File: src/hdl/assert_macros.svh
// Assertion macros shared by the hash table RTL.
`ifndef ASSERT_MACROS_SVH
`define ASSERT_MACROS_SVH

// Property must hold at every rising clock edge outside reset.
`define LPHT_ASSERT(lbl, clk, rstn, prop, msg) \
    lbl: assert property (@(posedge clk) disable iff (!rstn) prop) else $error(msg);

// Condition must never be seen at a rising clock edge outside reset.
`define LPHT_ASSERT_NEVER(lbl, clk, rstn, cond, msg) \
    `LPHT_ASSERT(lbl, clk, rstn, !(cond), msg)

`endif

File: src/hdl/lpht_pkg.sv
// Shared types, codes and defaults for the linear probing hash table.
`default_nettype none

package lpht_pkg;

    localparam int SLOTS_DEF      = 16;
    localparam int KEY_BYTES_DEF  = 8;
    localparam int FIFO_DEPTH_DEF = 2;

    localparam int OP_W     = 2;
    localparam int KEY_W    = 64;
    localparam int PAY_W    = 32;
    localparam int STATUS_W = 2;
    localparam int SLOT_W   = 4;
    localparam int MARK_W   = 2;

    // Request opcodes
    localparam logic [OP_W-1:0] OP_INSERT = 2'd0;
    localparam logic [OP_W-1:0] OP_LOOKUP = 2'd1;
    localparam logic [OP_W-1:0] OP_DELETE = 2'd2;

    // Response status codes
    localparam logic [STATUS_W-1:0] STATUS_OK        = 2'd0;
    localparam logic [STATUS_W-1:0] STATUS_NOT_FOUND = 2'd1;
    localparam logic [STATUS_W-1:0] STATUS_FULL      = 2'd2;

    // Slot marks
    localparam logic [MARK_W-1:0] MARK_EMPTY   = 2'd0;
    localparam logic [MARK_W-1:0] MARK_USED    = 2'd1;
    localparam logic [MARK_W-1:0] MARK_DELETED = 2'd2;

    // Classified request as it travels from front end to back end
    typedef struct packed {
        logic [OP_W-1:0]  op;
        logic [KEY_W-1:0] key;
        logic [PAY_W-1:0] payload;
    } item_t;

endpackage

`default_nettype wire

File: src/hdl/lpht_ram.sv
// Generic single write port, single read port RAM with registered read.
`default_nettype none

module lpht_ram #(
    parameter int WIDTH = 8,
    parameter int DEPTH = 16
) (
    input  wire logic                     clk,
    input  wire logic                     we,
    input  wire logic [$clog2(DEPTH)-1:0] waddr,
    input  wire logic [WIDTH-1:0]         wdata,
    input  wire logic [$clog2(DEPTH)-1:0] raddr,
    output logic      [WIDTH-1:0]         rdata
);

    logic [WIDTH-1:0] mem_reg [DEPTH];
    logic [WIDTH-1:0] rdata_reg;

    always_ff @(posedge clk)
    begin
        if (we)
        begin
            mem_reg[waddr] <= wdata;
        end
        rdata_reg <= mem_reg[raddr];
    end

    assign rdata = rdata_reg;

endmodule

`default_nettype wire

File: src/hdl/lpht_fifo.sv
// Short request queue between the hashing front end and the probing back end.
`default_nettype none
`include "assert_macros.svh"

module lpht_fifo #(
    parameter int WIDTH = 8,
    parameter int DEPTH = 2
) (
    input  wire logic             clk,
    input  wire logic             rst_n,
    input  wire logic             push_valid,
    output logic                  push_ready,
    input  wire logic [WIDTH-1:0] push_data,
    output logic                  pop_valid,
    input  wire logic             pop_ready,
    output logic      [WIDTH-1:0] pop_data
);

    localparam int PTR_W = $clog2(DEPTH);
    localparam int CNT_W = $clog2(DEPTH + 1);

    logic [WIDTH-1:0] mem_reg [DEPTH];
    logic [PTR_W-1:0] wr_ptr_reg, wr_ptr_next;
    logic [PTR_W-1:0] rd_ptr_reg, rd_ptr_next;
    logic [CNT_W-1:0] count_reg, count_next;
    logic             push_fire;
    logic             pop_fire;

    assign push_ready = (count_reg != CNT_W'(DEPTH));
    assign pop_valid  = (count_reg != '0);
    assign pop_data   = mem_reg[rd_ptr_reg];
    assign push_fire  = push_valid && push_ready;
    assign pop_fire   = pop_valid && pop_ready;

    always_comb
    begin
        wr_ptr_next = wr_ptr_reg;
        rd_ptr_next = rd_ptr_reg;
        count_next  = count_reg;
        if (push_fire)
        begin
            wr_ptr_next = (wr_ptr_reg == PTR_W'(DEPTH - 1)) ? '0 : wr_ptr_reg + 1'b1;
        end
        if (pop_fire)
        begin
            rd_ptr_next = (rd_ptr_reg == PTR_W'(DEPTH - 1)) ? '0 : rd_ptr_reg + 1'b1;
        end
        if (push_fire && !pop_fire)
        begin
            count_next = count_reg + 1'b1;
        end
        else if (pop_fire && !push_fire)
        begin
            count_next = count_reg - 1'b1;
        end
    end

    always_ff @(posedge clk or negedge rst_n)
    begin
        if (!rst_n)
        begin
            wr_ptr_reg <= '0;
            rd_ptr_reg <= '0;
            count_reg  <= '0;
        end
        else
        begin
            wr_ptr_reg <= wr_ptr_next;
            rd_ptr_reg <= rd_ptr_next;
            count_reg  <= count_next;
        end
    end

    always_ff @(posedge clk)
    begin
        if (push_fire)
        begin
            mem_reg[wr_ptr_reg] <= push_data;
        end
    end

    `LPHT_ASSERT(a_count_bound, clk, rst_n, count_reg <= CNT_W'(DEPTH), "fifo count above depth")
    `LPHT_ASSERT_NEVER(a_empty_ptrs, clk, rst_n, (count_reg == '0) && (wr_ptr_reg != rd_ptr_reg), "fifo empty with pointers apart")

endmodule

`default_nettype wire

File: src/hdl/lpht_front.sv
// Front end: takes requests, normalizes the key and computes the home slot.
`default_nettype none
`include "assert_macros.svh"

module lpht_front
    import lpht_pkg::*;
#(
    parameter int SLOTS     = SLOTS_DEF,
    parameter int KEY_BYTES = KEY_BYTES_DEF
) (
    input  wire logic                     clk,
    input  wire logic                     rst_n,
    input  wire logic                     enable,
    input  wire logic                     req_valid,
    output logic                          req_ready,
    input  wire logic [OP_W-1:0]          op,
    input  wire logic [KEY_W-1:0]         key,
    input  wire logic [PAY_W-1:0]         payload,
    output logic                          push_valid,
    input  wire logic                     push_ready,
    output item_t                         push_item,
    output logic      [$clog2(SLOTS)-1:0] push_home
);

    localparam int SW     = $clog2(SLOTS);
    localparam int AW     = $clog2(SLOTS + 255);   // h + c
    localparam int PW     = AW + 8;                // (h + c) * c
    localparam int RSHIFT = PW + SW;
    localparam int MW     = PW + RSHIFT;
    localparam logic [RSHIFT-1:0] RECIP = RSHIFT'((64'd1 << RSHIFT) / SLOTS);

    localparam logic [2:0] ST_IDLE  = 3'd0;
    localparam logic [2:0] ST_MUL   = 3'd1;
    localparam logic [2:0] ST_RECIP = 3'd2;
    localparam logic [2:0] ST_FIX   = 3'd3;
    localparam logic [2:0] ST_PUSH  = 3'd4;

    logic [2:0]       state_reg, state_next;
    item_t            item_reg, item_next;
    logic [KEY_W-1:0] sh_reg, sh_next;
    logic [SW-1:0]    h_reg, h_next;
    logic [PW-1:0]    prod_reg, prod_next;
    logic [PW-1:0]    quot_reg, quot_next;

    logic [KEY_W-1:0] canon;
    logic             alive;
    logic [AW-1:0]    sum_w;
    logic [MW-1:0]    recip_prod;
    logic [PW-1:0]    rem_raw;
    logic [PW-1:0]    rem_fix;

    // Key cut to KEY_BYTES, everything from the first zero byte cleared
    always_comb
    begin
        alive = 1'b1;
        canon = '0;
        for (int i = 0; i < 8; i++)
        begin
            if ((i >= KEY_BYTES) || (key[8*i +: 8] == 8'd0))
            begin
                alive = 1'b0;
            end
            canon[8*i +: 8] = alive ? key[8*i +: 8] : 8'd0;
        end
    end

    assign sum_w      = AW'(h_reg) + AW'(sh_reg[7:0]);
    assign recip_prod = MW'(prod_reg) * MW'(RECIP);
    assign rem_raw    = prod_reg - PW'(quot_reg * PW'(SLOTS));
    assign rem_fix    = (rem_raw >= PW'(SLOTS)) ? rem_raw - PW'(SLOTS) : rem_raw;

    assign req_ready  = enable && (state_reg == ST_IDLE);
    assign push_valid = (state_reg == ST_PUSH);
    assign push_item  = item_reg;
    assign push_home  = h_reg;

    always_comb
    begin
        state_next = state_reg;
        item_next  = item_reg;
        sh_next    = sh_reg;
        h_next     = h_reg;
        prod_next  = prod_reg;
        quot_next  = quot_reg;
        unique case (state_reg)
            ST_IDLE:
            begin
                if (req_valid && req_ready)
                begin
                    item_next.op      = op;
                    item_next.key     = canon;
                    item_next.payload = payload;
                    sh_next           = canon;
                    h_next            = '0;
                    state_next        = (canon[7:0] == 8'd0) ? ST_PUSH : ST_MUL;
                end
            end
            ST_MUL:
            begin
                prod_next  = PW'(sum_w) * PW'(sh_reg[7:0]);
                state_next = ST_RECIP;
            end
            ST_RECIP:
            begin
                quot_next  = recip_prod[MW-1:RSHIFT];
                state_next = ST_FIX;
            end
            ST_FIX:
            begin
                h_next     = rem_fix[SW-1:0];
                sh_next    = sh_reg >> 8;
                state_next = (sh_reg[15:8] == 8'd0) ? ST_PUSH : ST_MUL;
            end
            ST_PUSH:
            begin
                if (push_ready)
                begin
                    state_next = ST_IDLE;
                end
            end
            default:
            begin
                state_next = ST_IDLE;
            end
        endcase
    end

    always_ff @(posedge clk or negedge rst_n)
    begin
        if (!rst_n)
        begin
            state_reg <= ST_IDLE;
        end
        else
        begin
            state_reg <= state_next;
        end
    end

    always_ff @(posedge clk)
    begin
        item_reg <= item_next;
        sh_reg   <= sh_next;
        h_reg    <= h_next;
        prod_reg <= prod_next;
        quot_reg <= quot_next;
    end

    `LPHT_ASSERT(a_hash_byte, clk, rst_n, (state_reg == ST_MUL) |-> (sh_reg[7:0] != 8'd0), "hash step on a zero byte")

endmodule

`default_nettype wire

File: src/hdl/lpht_back.sv
// Back end: probes the slot memories and writes the response register.
`default_nettype none
`include "assert_macros.svh"

module lpht_back
    import lpht_pkg::*;
#(
    parameter int SLOTS = SLOTS_DEF
) (
    input  wire logic                     clk,
    input  wire logic                     rst_n,
    output logic                          active,
    input  wire logic                     pop_valid,
    output logic                          pop_ready,
    input  wire item_t                    pop_item,
    input  wire logic [$clog2(SLOTS)-1:0] pop_home,
    output logic                          rsp_valid,
    input  wire logic                     rsp_ready,
    output logic      [STATUS_W-1:0]      status,
    output logic      [SLOT_W-1:0]        slot,
    output logic      [PAY_W-1:0]         payload_out
);

    localparam int SW = $clog2(SLOTS);
    localparam int DW = KEY_W + PAY_W;

    localparam logic [1:0] ST_CLEAR = 2'd0;
    localparam logic [1:0] ST_IDLE  = 2'd1;
    localparam logic [1:0] ST_CHECK = 2'd2;

    logic [1:0]          state_reg, state_next;
    logic [SW-1:0]       clr_reg, clr_next;
    item_t               req_reg, req_next;
    logic [SW-1:0]       t_reg, t_next;
    logic [SW-1:0]       probes_reg, probes_next;
    logic                rsp_valid_reg, rsp_valid_next;
    logic [STATUS_W-1:0] status_reg, status_next;
    logic [SLOT_W-1:0]   slot_reg, slot_next;
    logic [PAY_W-1:0]    pay_out_reg, pay_out_next;

    logic [MARK_W-1:0]   mark_rd;
    logic [DW-1:0]       data_rd;
    logic [KEY_W-1:0]    key_rd;
    logic [PAY_W-1:0]    pay_rd;
    logic                mark_we;
    logic [SW-1:0]       mark_waddr;
    logic [MARK_W-1:0]   mark_wdata;
    logic                data_we;
    logic [SW-1:0]       raddr;

    logic [SW-1:0]       t_inc;
    logic                last;
    logic                out_free;
    logic                done;
    logic                hit;
    logic                advance;
    logic                want_mark_we;
    logic [MARK_W-1:0]   want_mark;
    logic                want_data_we;
    logic [STATUS_W-1:0] fin_status;
    logic [PAY_W-1:0]    fin_pay;
    logic [SW+3:0]       slot_ext;

    lpht_ram #(
        .WIDTH (MARK_W),
        .DEPTH (SLOTS)
    ) u_mark_ram (
        .clk   (clk),
        .we    (mark_we),
        .waddr (mark_waddr),
        .wdata (mark_wdata),
        .raddr (raddr),
        .rdata (mark_rd)
    );

    lpht_ram #(
        .WIDTH (DW),
        .DEPTH (SLOTS)
    ) u_data_ram (
        .clk   (clk),
        .we    (data_we),
        .waddr (t_reg),
        .wdata ({req_reg.key, req_reg.payload}),
        .raddr (raddr),
        .rdata (data_rd)
    );

    assign key_rd   = data_rd[DW-1:PAY_W];
    assign pay_rd   = data_rd[PAY_W-1:0];
    assign t_inc    = (t_reg == SW'(SLOTS - 1)) ? '0 : t_reg + 1'b1;
    assign last     = (probes_reg == SW'(SLOTS - 1));
    assign out_free = !rsp_valid_reg || rsp_ready;
    assign slot_ext = {4'd0, t_reg};
    assign active   = (state_reg != ST_CLEAR);

    // Decision for the slot whose mark and data came back this cycle
    always_comb
    begin
        done         = 1'b0;
        hit          = 1'b0;
        advance      = 1'b0;
        want_mark_we = 1'b0;
        want_mark    = MARK_USED;
        want_data_we = 1'b0;
        fin_status   = STATUS_NOT_FOUND;
        fin_pay      = '0;
        unique case (req_reg.op)
            OP_INSERT:
            begin
                if (mark_rd != MARK_USED)
                begin
                    done         = 1'b1;
                    hit          = 1'b1;
                    want_mark_we = 1'b1;
                    want_data_we = 1'b1;
                    fin_status   = STATUS_OK;
                end
                else if (last)
                begin
                    done       = 1'b1;
                    fin_status = STATUS_FULL;
                end
                else
                begin
                    advance = 1'b1;
                end
            end
            OP_LOOKUP, OP_DELETE:
            begin
                if (mark_rd == MARK_EMPTY)
                begin
                    done = 1'b1;
                end
                else if ((mark_rd == MARK_USED) && (key_rd == req_reg.key))
                begin
                    done         = 1'b1;
                    hit          = 1'b1;
                    fin_status   = STATUS_OK;
                    fin_pay      = pay_rd;
                    want_mark_we = (req_reg.op == OP_DELETE);
                    want_mark    = MARK_DELETED;
                end
                else if (last)
                begin
                    done = 1'b1;
                end
                else
                begin
                    advance = 1'b1;
                end
            end
            default:
            begin
                done = 1'b1;
            end
        endcase
    end

    always_comb
    begin
        state_next     = state_reg;
        clr_next       = clr_reg;
        req_next       = req_reg;
        t_next         = t_reg;
        probes_next    = probes_reg;
        rsp_valid_next = rsp_valid_reg;
        status_next    = status_reg;
        slot_next      = slot_reg;
        pay_out_next   = pay_out_reg;
        pop_ready      = 1'b0;
        mark_we        = 1'b0;
        mark_waddr     = t_reg;
        mark_wdata     = want_mark;
        data_we        = 1'b0;
        raddr          = t_reg;

        if (rsp_valid_reg && rsp_ready)
        begin
            rsp_valid_next = 1'b0;
        end

        unique case (state_reg)
            ST_CLEAR:
            begin
                mark_we    = 1'b1;
                mark_waddr = clr_reg;
                mark_wdata = MARK_EMPTY;
                if (clr_reg == SW'(SLOTS - 1))
                begin
                    state_next = ST_IDLE;
                end
                else
                begin
                    clr_next = clr_reg + 1'b1;
                end
            end
            ST_IDLE:
            begin
                pop_ready = 1'b1;
                raddr     = pop_home;
                if (pop_valid)
                begin
                    req_next    = pop_item;
                    t_next      = pop_home;
                    probes_next = '0;
                    state_next  = ST_CHECK;
                end
            end
            ST_CHECK:
            begin
                if (advance)
                begin
                    raddr       = t_inc;
                    t_next      = t_inc;
                    probes_next = probes_reg + 1'b1;
                end
                else if (done && out_free)
                begin
                    mark_we        = want_mark_we;
                    data_we        = want_data_we;
                    rsp_valid_next = 1'b1;
                    status_next    = fin_status;
                    slot_next      = hit ? slot_ext[3:0] : '0;
                    pay_out_next   = fin_pay;
                    state_next     = ST_IDLE;
                end
            end
            default:
            begin
                state_next = ST_IDLE;
            end
        endcase
    end

    always_ff @(posedge clk or negedge rst_n)
    begin
        if (!rst_n)
        begin
            state_reg     <= ST_CLEAR;
            clr_reg       <= '0;
            rsp_valid_reg <= 1'b0;
        end
        else
        begin
            state_reg     <= state_next;
            clr_reg       <= clr_next;
            rsp_valid_reg <= rsp_valid_next;
        end
    end

    always_ff @(posedge clk)
    begin
        req_reg     <= req_next;
        t_reg       <= t_next;
        probes_reg  <= probes_next;
        status_reg  <= status_next;
        slot_reg    <= slot_next;
        pay_out_reg <= pay_out_next;
    end

    assign rsp_valid   = rsp_valid_reg;
    assign status      = status_reg;
    assign slot        = slot_reg;
    assign payload_out = pay_out_reg;

    `LPHT_ASSERT(a_clear_once, clk, rst_n,
        (state_reg != ST_CLEAR) |=> (state_reg != ST_CLEAR),
        "slot clear pass restarted")
    `LPHT_ASSERT(a_rsp_from_check, clk, rst_n,
        $rose(rsp_valid_reg) |-> ($past(state_reg) == ST_CHECK),
        "response raised outside probe")

endmodule

`default_nettype wire

File: src/hdl/linear_probe_hash_table.sv
// Top level of the linear probing hash table: front end, queue, back end.
//
// Request channel (req_valid/req_ready): op, key, payload. One transaction
// is one insert, lookup or delete. The key is cut to KEY_BYTES bytes and
// ends at its first zero byte. Response channel (rsp_valid/rsp_ready):
// status, slot, payload_out, exactly one transaction per request, in order.
//
// Front end hashes the key's leading nonzero bytes (at most KEY_BYTES), each
// in turn by multiply, reciprocal multiply and remainder correction. A
// 2-deep queue sits behind it. Back end probes one slot per cycle through the
// registered-read slot RAMs: a pop, then 1 to SLOTS probes, set by the probe
// chain length. Front end and back end work on different requests at once;
// the sustained rate is set by the slower of the two.
// Reset: a clearing pass writes every slot mark empty, one slot a cycle;
// req_ready stays low until it is done.
// When the receiver stalls the response register holds; the back end waits
// with its finished result, and the queue and front end keep taking requests
// until the queue fills.
`default_nettype none

module linear_probe_hash_table
    import lpht_pkg::*;
#(
    parameter int SLOTS     = SLOTS_DEF,
    parameter int KEY_BYTES = KEY_BYTES_DEF
) (
    input  wire logic                clk,
    input  wire logic                rst_n,
    input  wire logic                req_valid,
    output logic                     req_ready,
    input  wire logic [OP_W-1:0]     op,
    input  wire logic [KEY_W-1:0]    key,
    input  wire logic [PAY_W-1:0]    payload,
    output logic                     rsp_valid,
    input  wire logic                rsp_ready,
    output logic      [STATUS_W-1:0] status,
    output logic      [SLOT_W-1:0]   slot,
    output logic      [PAY_W-1:0]    payload_out
);

    localparam int SW = $clog2(SLOTS);
    localparam int QW = $bits(item_t) + SW;

    logic          active;
    logic          push_valid;
    logic          push_ready;
    item_t         push_item;
    logic [SW-1:0] push_home;
    logic          pop_valid;
    logic          pop_ready;
    logic [QW-1:0] pop_data;
    item_t         pop_item;
    logic [SW-1:0] pop_home;

    // Hash front end: normalized key plus home slot
    lpht_front #(
        .SLOTS     (SLOTS),
        .KEY_BYTES (KEY_BYTES)
    ) u_front (
        .clk        (clk),
        .rst_n      (rst_n),
        .enable     (active),
        .req_valid  (req_valid),
        .req_ready  (req_ready),
        .op         (op),
        .key        (key),
        .payload    (payload),
        .push_valid (push_valid),
        .push_ready (push_ready),
        .push_item  (push_item),
        .push_home  (push_home)
    );

    // Decoupling queue
    lpht_fifo #(
        .WIDTH (QW),
        .DEPTH (FIFO_DEPTH_DEF)
    ) u_fifo (
        .clk        (clk),
        .rst_n      (rst_n),
        .push_valid (push_valid),
        .push_ready (push_ready),
        .push_data  ({push_item, push_home}),
        .pop_valid  (pop_valid),
        .pop_ready  (pop_ready),
        .pop_data   (pop_data)
    );

    assign pop_item = item_t'(pop_data[QW-1:SW]);
    assign pop_home = pop_data[SW-1:0];

    // Probe back end with slot memories and response register
    lpht_back #(
        .SLOTS (SLOTS)
    ) u_back (
        .clk         (clk),
        .rst_n       (rst_n),
        .active      (active),
        .pop_valid   (pop_valid),
        .pop_ready   (pop_ready),
        .pop_item    (pop_item),
        .pop_home    (pop_home),
        .rsp_valid   (rsp_valid),
        .rsp_ready   (rsp_ready),
        .status      (status),
        .slot        (slot),
        .payload_out (payload_out)
    );

endmodule

`default_nettype wire
File: config.mk
export PLATFORM = sky130hd
export DESIGN_NAME = linear_probe_hash_table
export DESIGN_NICKNAME = d
export VERILOG_FILES = /design/src/hdl/lpht_pkg.sv /design/src/hdl/lpht_ram.sv /design/src/hdl/lpht_fifo.sv /design/src/hdl/lpht_front.sv /design/src/hdl/lpht_back.sv /design/src/hdl/linear_probe_hash_table.sv
export VERILOG_INCLUDE_DIRS = /design/src /design/src/hdl
export SDC_FILE = /design/constraint.sdc
export NUM_CORES = 2
export LEC_CHECK = 0
export BUFFER_PORTS_ARGS = -buffer_cell sky130_fd_sc_hd__buf_2
export CELL_PAD_IN_SITES_DETAIL_PLACEMENT = 0
export CELL_PAD_IN_SITES_GLOBAL_PLACEMENT = 1
export CORE_MARGIN = 2
export CORE_UTILIZATION = 58
export CTS_CLUSTER_SIZE = 28
export DETAILED_ROUTE_END_ITERATION = 12
export PLACE_DENSITY_LB_ADDON = 0.05
export SYNTH_ARGS = -nofsm -noshare
export SYNTH_HDL_FRONTEND = slang
export SYNTH_SLANG_ARGS = --single-unit
File: constraint.sdc
create_clock -name clk -period 20.3 [get_ports clk]
set_input_delay 4.06 -clock clk [delete_from_list [all_inputs] [get_ports clk]]
set_output_delay 4.06 -clock clk [all_outputs]
set_load 0.005 [all_outputs]
Word level (Yosys, flattened, before mapping) --
Memories as Yosys holds them, arrays and structs flattened. A register that Yosys moved wholly into a read port is not among the register bits. Cells that the tools add are included.
Storage, ports and cells: input bits 102, register bits 354, latch bits 0, output and inout port bits 40, bits in writable memories 1772, memories kept 3, logic and storage cells 194, memory bits (read-only) 0
Memory list:
- u_back.u_data_ram.mem_reg | depth 16, bits a word 96, rd ports 1, clocked after memory_dff 1, write ports 1, line lpht_ram.sv:16 | logic [WIDTH-1:0] mem_reg [DEPTH];
- u_fifo.mem_reg | depth 2, bits a word 102, rd ports 1, clocked after memory_dff 0, write ports 1, line lpht_fifo.sv:22 | logic [WIDTH-1:0] mem_reg [DEPTH];
- u_back.u_mark_ram.mem_reg | depth 16, bits a word 2, rd ports 1, clocked after memory_dff 1, write ports 1, line lpht_ram.sv:16
Operators by class: reduce and logical (&&, ||, !) cells 43, $lt $le $gt $ge 1, $mul 1, muxes and demuxes 88, $add $sub $neg 10, bitwise logic cells 4, equal/unequal tests 22, div/mod/pow operators 0, shift operators 0
Operators by type and width (count):
- one-hot mux 64 bit (2 select lines) | 1
- zero test 8 bit | 10
- == test 64 bit | 1
- two-way mux 64 bit | 1
- two-way mux 8 bit | 8
- two-way mux 1 bit | 41
- two-way mux 4 bit | 8
- one-hot mux 4 bit (2 select lines) | 4
- two-way mux 2 bit | 13
- greater-or-equal comparator 17 x 5 -> 1 bit (second input constant) | 1
- multiplier 9 x 8 -> 17 bit | 1
- subtractor 17 bit | 1
- one-hot mux 3 bit (5 select lines) | 1
- adder 4 x 1 -> 4 bit (second input constant) | 3
- == test 4 bit (second input constant) | 3
- two-way mux 3 bit | 4
- AND reduction 2 bit | 6
- != test 2 bit (second input constant) | 5
- one-hot mux 1 bit (2 select lines) | 5
- nonzero test 2 bit | 5
- adder 4 x 8 -> 9 bit | 1
- logical AND 1 bit | 9
- != test 2 x 1 -> 1 bit (second input constant) | 4
- == test 2 x 1 -> 1 bit (second input constant) | 3
- other kinds (19) | 30

Longest topological paths before layout --
word-level depth 12, mapped depth 15, depth with buffers taken out 12

Cells and area by module --
Synthesis repeated with hierarchy kept, for this count alone.
Unflattened totals: cells, all modules 3760, area, all modules 81614.5 um2
By module, submodules not included:
- lpht_ram (u_back.u_data_ram) | area an instance 59354.4 um2, cells each 2460, instances 1
- lpht_fifo | area an instance 7569.8 um2, cells each 335, instances 1
- lpht_front | area an instance 6842.8 um2, cells each 443, instances 1
- lpht_back | area an instance 6467.5 um2, cells each 444, instances 1
- lpht_ram (u_back.u_mark_ram) | area an instance 1380.1 um2, cells each 78, instances 1

Worst setup path after synthesis --
No wires, ideal clock.
path type input to register, start in rsp_ready, end mem u_back.u_data_ram.mem_reg[0][0] (netlist bit), enable pin, data arrival time 11.117 ns, path slack 8.515 ns, library setup time 0.668 ns, cell stages on the path 5, path through nand2b_1 -> nand3_1 -> nor2_1 -> nand2_1 -> nor3_1
On the way: word-level cells in the longest chain between the ends 7
RTL lines:
- start: declaration | line linear_probe_hash_table.sv:35 | input wire logic rsp_ready,
- logical OR 1 bit | line lpht_back.sv:92 | assign out_free = !rsp_valid_reg || rsp_ready;
- logical AND 1 bit | line lpht_back.sv:217 | else if (done && out_free)
- two-way mux 1 bit | line lpht_back.sv:217
- two-way mux 1 bit | line lpht_back.sv:211 | if (advance)
- two-way mux 1 bit | line lpht_back.sv:182 | unique case (state_reg)
- two-way mux 1 bit | line lpht_ram.sv:21 | if (we)
- two-way mux 1 bit (implied by the code) | line lpht_ram.sv:23 | mem_reg[waddr] <= wdata;
- end: declaration | line lpht_ram.sv:16
Every way passes these cells.

Final worst setup path --
start reg u_back.req_reg[94] (netlist bit), end reg u_back.u_data_ram.rdata_reg[78], in the netlist u_back.u_data_ram.rdata[78] (read register of u_back.u_data_ram.mem_reg)
On the way: word-level cells in the longest chain between the ends 7
RTL lines:
- start: declaration | line lpht_back.sv:33 | item_t req_reg, req_next;
- start signal: assignment | line lpht_back.sv:253 | req_reg <= req_next;
- == test 64 bit | line lpht_back.sv:134 | else if ((mark_rd == MARK_USED) && (key_rd == req_reg.key))
- logical AND 1 bit | line lpht_back.sv:134
- two-way mux 1 bit | line lpht_back.sv:134
- two-way mux 1 bit | line lpht_back.sv:130 | if (mark_rd == MARK_EMPTY)
- one-hot mux 1 bit (2 select lines) | line lpht_back.sv:107 | unique case (req_reg.op)
- two-way mux 4 bit
- one-hot mux 4 bit (2 select lines) | line lpht_back.sv:182
- end: declaration | line lpht_ram.sv:17 | logic [WIDTH-1:0] rdata_reg;
Every way passes these cells. A chain may end at the register's enable or synchronous reset.

==> impl_results.md <==
* Max_cap viols at 0
* Flop pwr share at 40.4%
* RSZ-0062 raised after global routing: false
* Clock Sinks at 2194
* Setup crit start: u_back.req_reg[94]
* First-pass detailed-route iteration total at 5
* Max FFs per register at 1536
* Final Hold Fails at 0
* Switching fraction of total power at 36.6%
* Overall routing resource usage at 28.1%
* Placed instance count at 6756
* Final setup viols at 0
* Dominant synthesized flop cell: edfxtp_1
* Startpoint Class: register
* Clock-pin slew on the worst setup and hold paths at 60 ps
* Pint at 10.0 mW
* Worst hold path startpoint: u_front.push_item[1]
* Worst Path Max Fanout at 69
* Num CTS Buffers at 215
* Full die area at 147000 sq um
* Setup CP Type: reg2reg
* Largest net degree at the start of global routing at 184
* I/O pin cnt at 142
* Area grow syn2layout at 11.6%
* Drt via density at 6.30
* Setup crit end kind: register
* Post-CTS setup buffers at 0
* Cell variety after synth at 67
* Drt initial violations at 4723
* Filler Cell Count at 9939
* Status: completed
* Leak at 31.7 nW
* Drt drc at 0
* Max VDD drop at 0.339 mV
* Die Y at 383 microns
* Net count, final at 5194
* Count of pins over their slew limit at 0
* DRT antenna net count at 0
* Starting density of the core at 58.3%
* CP required at 21020 ps
* Detailed Place HPWL at 105 mm
* Sw Pwr at 5.77 mW
* Routed wire length at 207 mm
* CTS Hold Buffers Added at 0
* Initial antenna violation count at 8
* Fin crit share at 37.5%
* Clk buf depth at 3
* Top post-synthesis cells by area: edfxtp_1 (75%), mux2i_1 (3.6%), a32oi_1 (3.1%), nand2_1 (2.8%), dfxtp_1 (2.3%)
* Worst skew pair latency at 840 ps
* Via count at 45135
* Row cnt at 139
* Vias in the first global route at 44314
* Post-layout min period at 7620 ps
* Sequential cell area at 64800 sq um
* Clk pwr share at 24.9%
* Post-Layout Cell Count at 7169
* Slew HR at 15.8%
* Async SR Flop Fraction at 0.638%
* Layout cell share with drive strength beyond 1 at 14.2%
* Post-synth top cells: edfxtp_1 (2082), nand2_1 (621), mux2i_1 (299)
* Area of the multi-input gates at 17400 sq um
* Synthesized area at 83500 sq um
* Number of flops mapped to enable cells by yosys at 2082
* Worst EP arrival at 8340 ps
* Setup Skew at 25.9 ps
* Logic pwr share at 34.7%
* Net count after synthesis at 5056
* Port bufs at 141
* WL per Instance at 28.9 microns
* First-pass GRT wire length at 301 mm
* Max Fclk at 131 MHz
* Grt ovf at 0
* Post-synthesis cell count at 4932
* Routability Congestion at 0.791
* HP Class: reg2reg
* Ys Warns at 0
* Syn Area/Cell at 16.9 sq um
* Final setup TNS at 0 ps
* Worst Max-Slew Pin Slew at 1260 ps
* CTS tree: done
* Share of the yosys chip area belonging to registers at 77.6%
* Count of state elements after synthesis at 2194
* Core Box Area at 143000 sq um
* H-tree levels at 4
* Reg2reg start: u_back.req_reg[94]
* Top-count cell post-synth: edfxtp_1
* Die X at 383 microns
* Dominant cell type by area after synthesis: edfxtp_1
* PD cells at 169 nW/um^2
* Cell at the root of the clock tree: clkbuf_16
* CTS resizes at 0
* Yosys top cell area share at 74.9%
## worst paths after layout
path / end / slack, ps / cells after the start
max: u_back.u_data_ram.rdata[78] / 12680 / 13
min: u_fifo.mem_reg[0][5] / 440 / 0
max reg2reg: u_back.u_data_ram.rdata[78] / 12680 / 13
min reg2reg: u_fifo.mem_reg[0][5] / 440 / 0
max in group asynchronous: u_fifo.rd_ptr_reg / 16900 / 1
min in group asynchronous: u_back.rsp_valid / 3120 / 1
## stage by stage
stage | util (%) | area (sq um) | total power, mW | hold slack (ps) | setup WS [ps]
after floorplan | - | 83500 | 10.0 | 421 | 8510
final | 65.0 | 93200 | 15.8 | 442 | 12680
after global placement | 60.1 | 86200 | 11.8 | 422 | 12580
after global routing | 65.0 | 93200 | 16.4 | 449 | 12450
after CTS | 65.0 | 93200 | 15.8 | 442 | 12730
after detailed placement | 60.1 | 86200 | 11.9 | 429 | 12470
## kinds of logic after synthesis
logic type / synth area share [%]
AO/OA/AOI/OAI: 7.20
AND/OR/NAND/NOR: 6.65
multiplexers: 5.65
adder cells (fa/ha/maj): 0.339
XOR/XNOR: 0.692
buffers and inverters: 1.85
flip-flops: 77.6
## area by class of cell
class	count	share of cell area, %
sequential	2194	69.6
multi-input combinational	2402	18.6
clock buffer	323	6.67
tap	1903	2.56
timing repair buffer	225	1.55
clock inverter	87	0.865
inverter	32	0.134
antenna	3	0.00806
## layout by cell type, fill, tap and decap left out, drive strengths merged, types with 99 or more instances in the layout
cell	instances
edfxtp	2082
nand2	621
clkbuf	323
mux2i	299
a32oi	295
buf	225
mux2	153
a21oi	108
and2	105
and3	103
a211oi	100
and4	99
## worst max-delay path: stages (launching register included)
cell and delay [ps]:
edfxtp_1 590, xnor2_1 460, nand4_1 250, nor3_1 940, and3_2 450, a31oi_4 240, a21oi_4 220, and2_4 880
buf_4 810, buf_4 870, buf_4 860, mux2i_1 280, a32oi_1 110, and4_1 290
## power groups by stage
stage	logic, mW	registers, mW	clock network [mW]
6_report	5.48	6.37	3.92
5_1_grt	5.84	6.42	4.16
4_1_cts	5.47	6.36	3.98
3_5_place_dp	5.45	6.45	0
3_3_place_gp	5.41	6.44	0
2_1_floorplan	3.81	6.21	0
## metal layers
metal  GRT usage [%]  vias to the layer above  wire [microns]
met2            44.6                     2009           98400
met4            6.56                        0            3700
met3            4.64                      267           17600
li1                -                    19733               -
met5               0                        -               0
met1            41.3                    23126           87800
Note: power is estimated with default switching activity, not from simulation.
